--- config.mk ---
export PLATFORM = sky130hd
export DESIGN_NAME = merge_two_sorted_streams_unit
export DESIGN_NICKNAME = d
export VERILOG_FILES = /design/src/hdl/mtss_pkg.sv /design/src/hdl/mtss_front_queue.sv /design/src/hdl/mtss_merge_back.sv /design/src/hdl/merge_two_sorted_streams_unit.sv
export VERILOG_INCLUDE_DIRS = /design/src /design/src/hdl
export SDC_FILE = /design/constraint.sdc
export NUM_CORES = 1
export LEC_CHECK = 0
export BUFFER_PORTS_ARGS = -buffer_cell sky130_fd_sc_hd__buf_2
export CAP_MARGIN = 10
export CORE_UTILIZATION = 67
export CTS_CLUSTER_SIZE = 28
export DETAILED_ROUTE_END_ITERATION = 12
export PLACE_DENSITY = 0.8
export SYNTH_ARGS = -nofsm -noshare
export SYNTH_HDL_FRONTEND = slang
export SYNTH_HIERARCHICAL = 1
export SYNTH_SLANG_ARGS = --single-unit
--- constraint.sdc ---
create_clock -name clk -period 17.05 [get_ports clk]
set_clock_uncertainty 0.2 [all_clocks]
set_input_delay 3.41 -clock clk [delete_from_list [all_inputs] [get_ports clk]]
set_output_delay 3.41 -clock clk [all_outputs]
set_load 0.02 [all_outputs]
--- src/hdl/assert_macros.svh ---
// ----------------------------------------------------------------------------
// Assertion macros
// Concurrent assertion wrappers; empty when SYNTHESIS is defined.
// ----------------------------------------------------------------------------
`ifndef ASSERT_MACROS_SVH
`define ASSERT_MACROS_SVH

`ifndef SYNTHESIS
`define ASSERT_AT(lbl, clk, rst, prop) \
  lbl: assert property (@(posedge clk) disable iff (rst) prop) \
    else $error("assertion failed");
`define ASSERT_NEVER(lbl, clk, rst, cond) \
  lbl: assert property (@(posedge clk) disable iff (rst) !(cond)) \
    else $error("forbidden condition seen");
`else
`define ASSERT_AT(lbl, clk, rst, prop)
`define ASSERT_NEVER(lbl, clk, rst, cond)
`endif

`endif

--- src/hdl/mtss_pkg.sv ---
// ----------------------------------------------------------------------------
// mtss_pkg
// Shared types and constants of the two-stream merge unit.
// ----------------------------------------------------------------------------
package mtss_pkg;

  localparam int SAMPLE_W          = 32;
  localparam int BUFFER_DEPTH_DEF  = 16;

  // One accepted input word as handed from the front to the back.
  typedef struct packed {
    logic                       is_b;
    logic signed [SAMPLE_W-1:0] sample;
    logic                       done;
  } cmd_t;

  // One result word.
  typedef struct packed {
    logic signed [SAMPLE_W-1:0] value;
    logic                       from_b;
    logic                       complete;
    logic                       drop;
  } result_t;

endpackage

--- src/hdl/mtss_front_queue.sv ---
// ----------------------------------------------------------------------------
// mtss_front_queue
// Input acceptor: two-entry command queue between the port and the merge back.
// ----------------------------------------------------------------------------
module mtss_front_queue (
  input  logic          clk,
  input  logic          rst,
  input  logic          in_valid,
  output logic          in_ready,
  input  mtss_pkg::cmd_t in_cmd,
  output logic          cmd_valid,
  input  logic          cmd_ready,
  output mtss_pkg::cmd_t cmd
);
  import mtss_pkg::*;

  cmd_t       slots [2];
  logic       wr_ptr;
  logic       rd_ptr;
  logic [1:0] count;
  logic       push;
  logic       pop;

  assign in_ready  = (count != 2'd2);
  assign cmd_valid = (count != 2'd0);
  assign cmd       = slots[rd_ptr];
  assign push      = in_valid && in_ready;
  assign pop       = cmd_valid && cmd_ready;

  always_ff @(posedge clk) begin
    if (push) begin
      slots[wr_ptr] <= in_cmd;
    end
  end

  always_ff @(posedge clk) begin
    if (rst) begin
      wr_ptr <= 1'b0;
      rd_ptr <= 1'b0;
      count  <= 2'd0;
    end else begin
      if (push) wr_ptr <= ~wr_ptr;
      if (pop)  rd_ptr <= ~rd_ptr;
      case ({push, pop})
        2'b10:   count <= count + 2'd1;
        2'b01:   count <= count - 2'd1;
        default: count <= count;
      endcase
    end
  end

endmodule

--- src/hdl/mtss_merge_back.sv ---
// ----------------------------------------------------------------------------
// mtss_merge_back
// Merge engine: checks each word, stores it or reports it as dropped, and emits merged results.
// ----------------------------------------------------------------------------
`include "assert_macros.svh"

module mtss_merge_back #(
  parameter int BUFFER_DEPTH = mtss_pkg::BUFFER_DEPTH_DEF
) (
  input  logic              clk,
  input  logic              rst,
  input  logic              cmd_valid,
  output logic              cmd_ready,
  input  mtss_pkg::cmd_t    cmd_in,
  output logic              out_valid,
  input  logic              out_ready,
  output mtss_pkg::result_t out_res
);
  import mtss_pkg::*;

  localparam int IDX_W = $clog2(BUFFER_DEPTH);
  localparam int CNT_W = $clog2(BUFFER_DEPTH + 1);

  typedef enum logic [1:0] {S_IDLE, S_CLASS, S_READ, S_EMIT} state_t;

  state_t                     state;
  cmd_t                       cmd;
  logic [IDX_W-1:0]           head_a, tail_a, head_b, tail_b;
  logic [CNT_W-1:0]           fill_a, fill_b;
  logic                       ended_a, ended_b;
  logic signed [SAMPLE_W-1:0] mem_a [BUFFER_DEPTH];
  logic signed [SAMPLE_W-1:0] mem_b [BUFFER_DEPTH];
  logic signed [SAMPLE_W-1:0] rd_a, rd_b;

  logic out_free, drop_hit, a_ne, b_ne, both, a_le, tail_a_go, sel_a, sel_b, emit;
  logic complete;
  logic out_load;

  function automatic logic [IDX_W-1:0] inc_idx(input logic [IDX_W-1:0] idx);
    return (idx == IDX_W'(BUFFER_DEPTH - 1)) ? '0 : idx + IDX_W'(1);
  endfunction

  assign out_free  = !out_valid || out_ready;
  assign cmd_ready = (state == S_IDLE);

  assign drop_hit = cmd.is_b ? (ended_b || fill_b == CNT_W'(BUFFER_DEPTH))
                             : (ended_a || fill_a == CNT_W'(BUFFER_DEPTH));

  assign a_ne      = (fill_a != '0);
  assign b_ne      = (fill_b != '0);
  assign both      = a_ne && b_ne;
  assign a_le      = (rd_a <= rd_b);
  assign tail_a_go = a_ne && ended_b;
  assign sel_a     = both ? a_le  : tail_a_go;
  assign sel_b     = both ? !a_le : (!tail_a_go && b_ne && ended_a);
  assign emit      = sel_a || sel_b;
  assign complete  = ended_a && ended_b &&
                     (sel_a ? (fill_a == CNT_W'(1) && !b_ne)
                            : (fill_b == CNT_W'(1) && !a_ne));

  // Load the output register with a drop report or a merged word.
  assign out_load  = out_free &&
                     ((state == S_CLASS && drop_hit) || (state == S_EMIT && emit));

  // Buffers: one write at the tail, one registered read at the head.
  always_ff @(posedge clk) begin
    if (state == S_CLASS && !drop_hit && !cmd.is_b) begin
      mem_a[tail_a] <= cmd.sample;
    end
    rd_a <= mem_a[head_a];
  end

  always_ff @(posedge clk) begin
    if (state == S_CLASS && !drop_hit && cmd.is_b) begin
      mem_b[tail_b] <= cmd.sample;
    end
    rd_b <= mem_b[head_b];
  end

  always_ff @(posedge clk) begin
    if (rst) begin
      state     <= S_IDLE;
      head_a    <= '0;
      tail_a    <= '0;
      head_b    <= '0;
      tail_b    <= '0;
      fill_a    <= '0;
      fill_b    <= '0;
      ended_a   <= 1'b0;
      ended_b   <= 1'b0;
      out_valid <= 1'b0;
    end else begin
      if (out_load) out_valid <= 1'b1;
      else if (out_ready) out_valid <= 1'b0;
      unique case (state)
        S_IDLE: begin
          if (cmd_valid) begin
            cmd   <= cmd_in;
            state <= S_CLASS;
          end
        end
        S_CLASS: begin
          if (drop_hit) begin
            // report the discarded word, nothing else this round
            if (out_free) begin
              out_res.value    <= cmd.sample;
              out_res.from_b   <= cmd.is_b;
              out_res.complete <= 1'b0;
              out_res.drop     <= 1'b1;
              state            <= S_IDLE;
            end
          end else begin
            if (cmd.is_b) begin
              tail_b <= inc_idx(tail_b);
              fill_b <= fill_b + CNT_W'(1);
              if (cmd.done) ended_b <= 1'b1;
            end else begin
              tail_a <= inc_idx(tail_a);
              fill_a <= fill_a + CNT_W'(1);
              if (cmd.done) ended_a <= 1'b1;
            end
            state <= S_READ;
          end
        end
        S_READ: begin
          state <= S_EMIT;
        end
        S_EMIT: begin
          if (!emit) begin
            state <= S_IDLE;
          end else if (out_free) begin
            out_res.value    <= sel_a ? rd_a : rd_b;
            out_res.from_b   <= sel_b;
            out_res.complete <= complete;
            out_res.drop     <= 1'b0;
            if (complete) begin
              head_a  <= '0;
              tail_a  <= '0;
              head_b  <= '0;
              tail_b  <= '0;
              fill_a  <= '0;
              fill_b  <= '0;
              ended_a <= 1'b0;
              ended_b <= 1'b0;
              state   <= S_IDLE;
            end else begin
              if (sel_a) begin
                head_a <= inc_idx(head_a);
                fill_a <= fill_a - CNT_W'(1);
              end else begin
                head_b <= inc_idx(head_b);
                fill_b <= fill_b - CNT_W'(1);
              end
              state <= S_READ;
            end
          end
        end
        default: state <= S_IDLE;
      endcase
    end
  end

  `ASSERT_NEVER(a_fill_a_range, clk, rst, fill_a > CNT_W'(BUFFER_DEPTH))
  `ASSERT_NEVER(a_fill_b_range, clk, rst, fill_b > CNT_W'(BUFFER_DEPTH))
  `ASSERT_NEVER(a_idle_both_held, clk, rst, state == S_IDLE && a_ne && b_ne)
  `ASSERT_NEVER(a_idle_both_ended, clk, rst, state == S_IDLE && ended_a && ended_b)
  `ASSERT_AT(a_drop_not_last, clk, rst, out_valid && out_res.drop |-> !out_res.complete)

endmodule

--- src/hdl/merge_two_sorted_streams_unit.sv ---
// ----------------------------------------------------------------------------
// merge_two_sorted_streams_unit
// Two-way merge of two ascending streams of signed 16.16 values.
// ----------------------------------------------------------------------------
//   channel | dir | tdata            | tuser                       | tlast
//   s_*     | in  | [31:0] sample    | [0] from_stream_b           | stream_done
//   m_*     | out | [31:0] merged    | [0] came_from_b, [1] dropped | merge_complete
//
// Sequence: the front queue registers each word; the merge engine latches it
//   (S_IDLE), stores it (S_CLASS) and reads the buffer heads (S_READ) before
//   the first result of a word; each further result follows a buffer read at
//   the head, then compare and pop (S_EMIT), once the output register is free.
//   A dropped word is reported from S_CLASS; a word that releases nothing goes
//   back to S_IDLE from S_EMIT. The registered read port sets result spacing.
// Reset: rst is synchronous; heads, fill counts, end flags and queues clear.
//   Buffer contents are not cleared and need no clearing pass.
// Stalls: a two-word front queue takes input while the engine works, until full;
//   the output register holds a result while m_tready is low.
// ----------------------------------------------------------------------------
module merge_two_sorted_streams_unit #(
  parameter int BUFFER_DEPTH = mtss_pkg::BUFFER_DEPTH_DEF
) (
  input  logic        clk,
  input  logic        rst,
  input  logic        s_tvalid,
  output logic        s_tready,
  input  logic [31:0] s_tdata,   // [31:0] sample
  input  logic [0:0]  s_tuser,   // [0] from_stream_b
  input  logic        s_tlast,   // stream_done
  output logic        m_tvalid,
  input  logic        m_tready,
  output logic [31:0] m_tdata,   // [31:0] merged_value
  output logic [1:0]  m_tuser,   // [0] came_from_b, [1] dropped
  output logic        m_tlast    // merge_complete
);
  import mtss_pkg::*;

  cmd_t    in_cmd;
  cmd_t    cmd;
  logic    cmd_valid;
  logic    cmd_ready;
  result_t res;

  // Pack the input word for the queue.
  assign in_cmd.is_b   = s_tuser[0];
  assign in_cmd.sample = s_tdata;
  assign in_cmd.done   = s_tlast;

  mtss_front_queue u_front (
    .clk       (clk),
    .rst       (rst),
    .in_valid  (s_tvalid),
    .in_ready  (s_tready),
    .in_cmd    (in_cmd),
    .cmd_valid (cmd_valid),
    .cmd_ready (cmd_ready),
    .cmd       (cmd)
  );

  mtss_merge_back #(
    .BUFFER_DEPTH (BUFFER_DEPTH)
  ) u_back (
    .clk       (clk),
    .rst       (rst),
    .cmd_valid (cmd_valid),
    .cmd_ready (cmd_ready),
    .cmd_in    (cmd),
    .out_valid (m_tvalid),
    .out_ready (m_tready),
    .out_res   (res)
  );

  // Unpack the result word onto the master side.
  assign m_tdata = res.value;
  assign m_tuser = {res.drop, res.from_b};
  assign m_tlast = res.complete;

endmodule

# Word level (Yosys, flattened, before mapping)

Memories as Yosys holds them, arrays and structs flattened. A register that Yosys moved wholly into a read port is not among the register bits.
Index checks and enable logic that the tools add are counted.

Add/sub/neg operators: 10
$lt $le $gt $ge: 1
Equality and inequality tests: 29
Multiplexer cells: 67
Bitwise gates (word level): 3
Reduce and logical (&&, ||, !) cells: 47

Operators by type and width:

| kind                                                                | count |
|---|---|
| 35-bit two-way mux                                                  | 4 |
| 35-bit case mux with 2 select lines                                 | 1 |
| 4-bit two-way mux                                                   | 15 |
| 5-bit two-way mux                                                   | 12 |
| 32-bit less-or-equal comparator                                     | 1 |
| 32-bit two-way mux                                                  | 1 |
| 6-bit AND reduction                                                 | 5 |
| 1-bit two-way mux                                                   | 20 |
| 5-bit case mux with 2 select lines                                  | 2 |
| 4-bit by 1-bit adder with 4-bit output (second input constant)      | 4 |
| 4-bit == test (second input constant)                               | 4 |
| 1-bit logical AND                                                   | 16 |
| 2-bit by 1-bit != test with 1-bit output (second input constant)    | 8 |
| 4-bit case mux with 2 select lines                                  | 2 |
| 7-bit AND reduction                                                 | 2 |
| 2-bit two-way mux                                                   | 6 |
| 5-bit by 1-bit adder with 5-bit output (second input constant)      | 2 |
| 5-bit by 1-bit == test with 1-bit output (second input constant)    | 2 |
| 5-bit == test (second input constant)                               | 2 |
| 2-bit nonzero test                                                  | 5 |
| 5-bit nonzero test                                                  | 2 |
| 5-bit by 1-bit subtractor with 5-bit output (second input constant) | 2 |
| 2-bit != test (second input constant)                               | 4 |
| 2-bit case mux with 4 select lines                                  | 1 |
| other kinds (15)                                                    | 34 |

Register bits after elaboration: 70
RAM bits: 1092
Input bits: 38
Output and inout bits: 37
Memories: 3

Memory list:

| name          | depth | width | rd ports | clocked after Yosys merged registers in | wr ports | line                   | RTL |
|---|---|---|---|---|---|---|---|
| u_back.mem_a  | 16    | 32    | 1        | 1                                       | 1        | mtss_merge_back.sv:31  | `logic signed [SAMPLE_W-1:0] mem_a [BUFFER_DEPTH];` |
| u_back.mem_b  | 16    | 32    | 1        | 1                                       | 1        | mtss_merge_back.sv:32  | `logic signed [SAMPLE_W-1:0] mem_b [BUFFER_DEPTH];` |
| u_front.slots | 2     | 34    | 1        | 1                                       | 1        | mtss_front_queue.sv:17 | `cmd_t slots [2];` |

# Longest topological paths before layout

Depth after elaboration: 11
Gate-level depth with buffers: 13
Gate-level depth less buffers: 11

# Hierarchy

Netlist, hierarchy kept.

By module, submodules not included:

| module           | instances | cells each | area each (um2) | sequential area each (um2) |
|---|---|---|---|---|
| mtss_merge_back  | 1         | 2106       | 45438.6         | 34723.3 |
| mtss_front_queue | 1         | 130        | 2667.6          | 2142.1 |

# Least setup slack after synthesis

Ideal clock, no wire load.

Path kind: input -> register
Start point: input port rst
End point: register u_back/out_res[0] (netlist name), enable pin
Setup time: 0.528 ns
Arrival: 7.347 ns
Slack: 8.976 ns
Stages: 2
Cells stage by stage: clkbuf_1 -> nor4b_1

Longest elaborated chain between the ends: 2

Ends and longest elaborated chain:

| item                          | line                                | RTL |
|---|---|---|
| from (decl)                   | merge_two_sorted_streams_unit.sv:24 | `input logic rst,` |
| 1-bit inverter (no line)      | n/a                                 |  |
| 6-bit AND reduction (no line) | n/a                                 |  |
| to (decl)                     | mtss_merge_back.sv:17               | `output mtss_pkg::result_t out_res` |

Every way passes these cells.
A chain may end at the register's enable or synchronous reset.

# Final worst setup path

Start point: register u_front.count[0]
End point: output port s_tready

Longest elaborated chain between the ends: 1

Ends and longest elaborated chain:

| item                   | line                                | RTL |
|---|---|---|
| from (decl)            | mtss_front_queue.sv:20              | `logic [1:0] count;` |
| from (signal assigned) | mtss_front_queue.sv:45              | `2'b10: count <= count + 2'd1;` |
| from (signal assigned) | mtss_front_queue.sv:46              | `2'b01: count <= count - 2'd1;` |
| from (signal assigned) | mtss_front_queue.sv:47              | `default: count <= count;` |
| 2-bit != test          | mtss_front_queue.sv:24              | `assign in_ready = (count != 2'd2);` |
| to (decl)              | merge_two_sorted_streams_unit.sv:26 | `output logic s_tready,` |

Every way passes these cells.

==> flow_summary.toml <==
[flow_run]
maxCapViolCount = 0

[grt]
grt_pass1_vias = 24361
antenna_found_initial = 5
grt_pass1_wl_microns = 162900
grt_max_degree = 81
track_usage_pct = 31.47
grtUsageMet1_pct = 42.69
use_met3_pct = 5.610
top_usage_layer = "met2"
grt.overflow.total = 0
met2_usage_pct = 51.64

[cells_and_area]
area_growth_pct = 11.44
final_cell_count_no_fill = 3416
seq_area_sq_um = 36890
fin_nets = 2459
multi_input_area_sq_um = 10820
final_core_util_pct = 76.03
drive_gt1_share_pct = 28.65
fill_cells = 3577

[synthesis]
avgSynthCellArea_sq_um = 21.51
ys_async_sr_fraction_pct = 0
syn_nets = 2323
synth_seq_cells = 1261
seq_area_frac_synth_pct = 76.63
yosys_warnings = 6
synthCells = 2236
synth_edf_count = 1161
yosys.cell_types.count = 65
synth_area_sq_um = 48110
synth-main-ff-cell = "edfxtp_1"

[critical_path]
cp-end-kind = "output port"
reg2reg_from = "u_back/rd_b[9]"
required_ns = 13.44
crit_path_start_kind = "flip-flop"
startpoint = "u_front/count[0]"
arrival_ns = 1.55
crit_fanout = 5
crit_type = "reg2out"

[cts]
post_cts_buffers = 0
h-tree-depth = 3
clk_pin_slew_ns = 0.06
cts-buffers-inserted = 117
clk_path_buf_depth = 3
cts_hold_buf = 0
ctsRootBufferMaster = "clkbuf_16"
cts_tree = "yes"
clk_latency_ns = 0.71
clock-sinks = 1261
cts_resized = 0

[floorplan]
floorplan.initialDensity_pct = 68.22
fp.dieH_microns = 270.0
chipWidth_microns = 270.0
ios = 75
core_area_sq_um = 70510
rows = 97
die_area_sq_um = 72880

[power_and_ir_drop]
leakage_uw = 0.01701
pwr_density_cell_nw_per_um2 = 127.3
ir_worst_vdd_uv = 103.7

[sta]
hold_viol_final = 0
period_minus_slack_ns = 5.162
tightest_slew_ns = 1.268
rsz0062_at_grt = "no"
setup_viol = 0
slew_violations = 0
relSlewSlack_pct = 15.45
fin_tns_setup_ns = 0
max_freq_ghz = 0.1937
period_share_pct = 30.28

[status]
outcome = "complete, no violations"

[route]
drtPass1Iterations = 7
drt_iter0_markers = 3381
viasPerCell = 7.023
drt_wl_total_microns = 111900
via_count = 23991
drc = 0
ant_nets = 0
wire_per_inst_microns = 32.75

[placement]
io_buffers = 74
place_inst = 3192
place_congestion = 0.8786
dp_hpwl_microns = 55040

[worst_hold_path]
hold_class = "reg2reg"
worstHoldStart = "u_front/rd_ptr"
-- layout by cell type, fill, tap and decap left out, drive strengths merged, types with 3 or more instances in the layout --
| master | synthesis | final |
|---|---|---|
| mux4 | 320 | 320 |
| o22ai | 3 | 3 |
| inv | 55 | 56 |
| clkinv | 0 | 51 |
| o21ai | 55 | 55 |
| ha | 49 | 49 |
| nor2b | 7 | 7 |
| o31ai | 6 | 6 |
| o211ai | 3 | 3 |
| nor3 | 14 | 14 |
| buf | 34 | 125 |
| clkbuf | 74 | 158 |
| nor2 | 52 | 52 |
| or4b | 3 | 3 |
| edfxtp | 1161 | 1161 |
| bufinv | 0 | 7 |
| dfxtp | 100 | 100 |
| nand2 | 68 | 68 |
| a311oi | 4 | 4 |
| clkinvlp | 0 | 5 |
| a31oi | 4 | 4 |
| mux2 | 34 | 34 |
| and3 | 3 | 3 |
| o21a | 4 | 4 |
| nand4 | 10 | 10 |
| mux2i | 36 | 36 |
| nand3 | 20 | 20 |
| and2 | 4 | 4 |
| a21oi | 45 | 45 |
| a211oi | 5 | 5 |
| nor4 | 11 | 11 |
| nand2b | 6 | 6 |
| or4 | 9 | 9 |
| xnor2 | 4 | 4 |
| a22oi | 4 | 4 |
-- metal layers --
layer | wire, microns | share of wire, % | up-vias
li1 | - | - | 9540
met1 | 38930 | 35 | 12395
met2 | 56190 | 50 | 1741
met3 | 12050 | 11 | 307
met4 | 4661 | 4.2 | 8
met5 | 60 | 0.054 | -
-- synthesized netlist by cell type, drive strengths merged, types with 5 or more instances --
cell,instances,area [sq um]
nand2,68,257.8
a211oi,5,42.54
nor4,11,68.82
clkbuf,74,277.8
a21oi,45,232.7
nand2b,6,37.54
nor2b,7,43.79
nand4,10,62.56
o21ai,55,275.3
nor3,14,70.07
nor2,52,197.7
ha,49,613.1
or4,9,71.32
edfxtp,1161,34860
mux2i,36,360.4
dfxtp,100,2002
inv,55,206.5
buf,34,160.2
o31ai,6,45.04
mux4,320,7207
mux2,34,382.9
nand3,20,100.1
-- path summary, 6_finish.rpt --
check                             to  slack [ns]  cells past startpoint
hold reg to reg       u_front/rd_ptr        0.31                      2
setup / recovery            s_tready       11.89                      2
setup reg to reg  u_back/out_res[22]       12.40                     11
hold / removal        u_front/rd_ptr        0.31                      2
-- cells by family (layout without fill, tap and decap cells) --
family,after synthesis,in the layout,share of synthesized area (%)
xor gates and xnor gates,5,5,0.09103
other,0,1,0
buffers and inverters,163,402,1.339
DFF,1261,1261,76.63
AOI/OAI and AO/OA,153,153,1.972
and+or+nand+nor,215,215,2.164
adders and majority gates,49,49,1.274
muxes,390,390,16.53
-- registers in the layout, summed over array words and instances, names as in the netlist, named ones only --
signal and cells:
u_back/fill_b 5, u_back/tail_a 4, u_back/mem_a 512, u_back/ended_b 1, u_back/mem_b 512, u_back/state 2, u_front/count 2, u_front/wr_ptr 1
u_front/rd_ptr 1, u_back/tail_b 4, u_back/head_b 4, u_back/cmd 34, u_front/slots 68, u_back/out_valid 1, u_back/fill_a 5, u_back/rd_a 32
u_back/ended_a 1, u_back/rd_b 32, u_back/out_res 35, u_back/head_a 4
-- power by group --
part / total, uW / switching (uW) / internal [uW]
combinational: 440 / 274 / 167
clock: 2540 / 1100 / 1430
sequential: 3850 / 208 / 3640
total: 6820 / 1580 / 5240
-- per-stage QoR --
step / area [sq um] / setup slack, ns / hold WS, ns / total power, uW
floorplan: 48110 / 8.976 / 0.2739 / 4091
global placement: 49830 / 11.52 / 0.2883 / 4278
detailed placement: 49830 / 11.46 / 0.3057 / 4316
CTS: 53580 / 11.88 / 0.3231 / 6836
global route: 53610 / 11.81 / 0.3627 / 7005
finish: 53610 / 11.89 / 0.3138 / 6824
-- worst max-delay path, cell delays in order (launching register included) --
cell	delay, ns
dfxtp_1	0.43
nand2b_1	0.23
buf_2	0.20
-- cell type report --
cell class                 instances  area share [%]
antenna                            1        0.004668
clock buffer                     158           6.038
multi-input combinational        812           20.17
timing repair buffer             125           1.442
inverter                          55          0.3851
sequential                      1261           68.81
clock inverter                    64          0.9546
tap                              940           2.194
(Power assumes the default switching activity.)
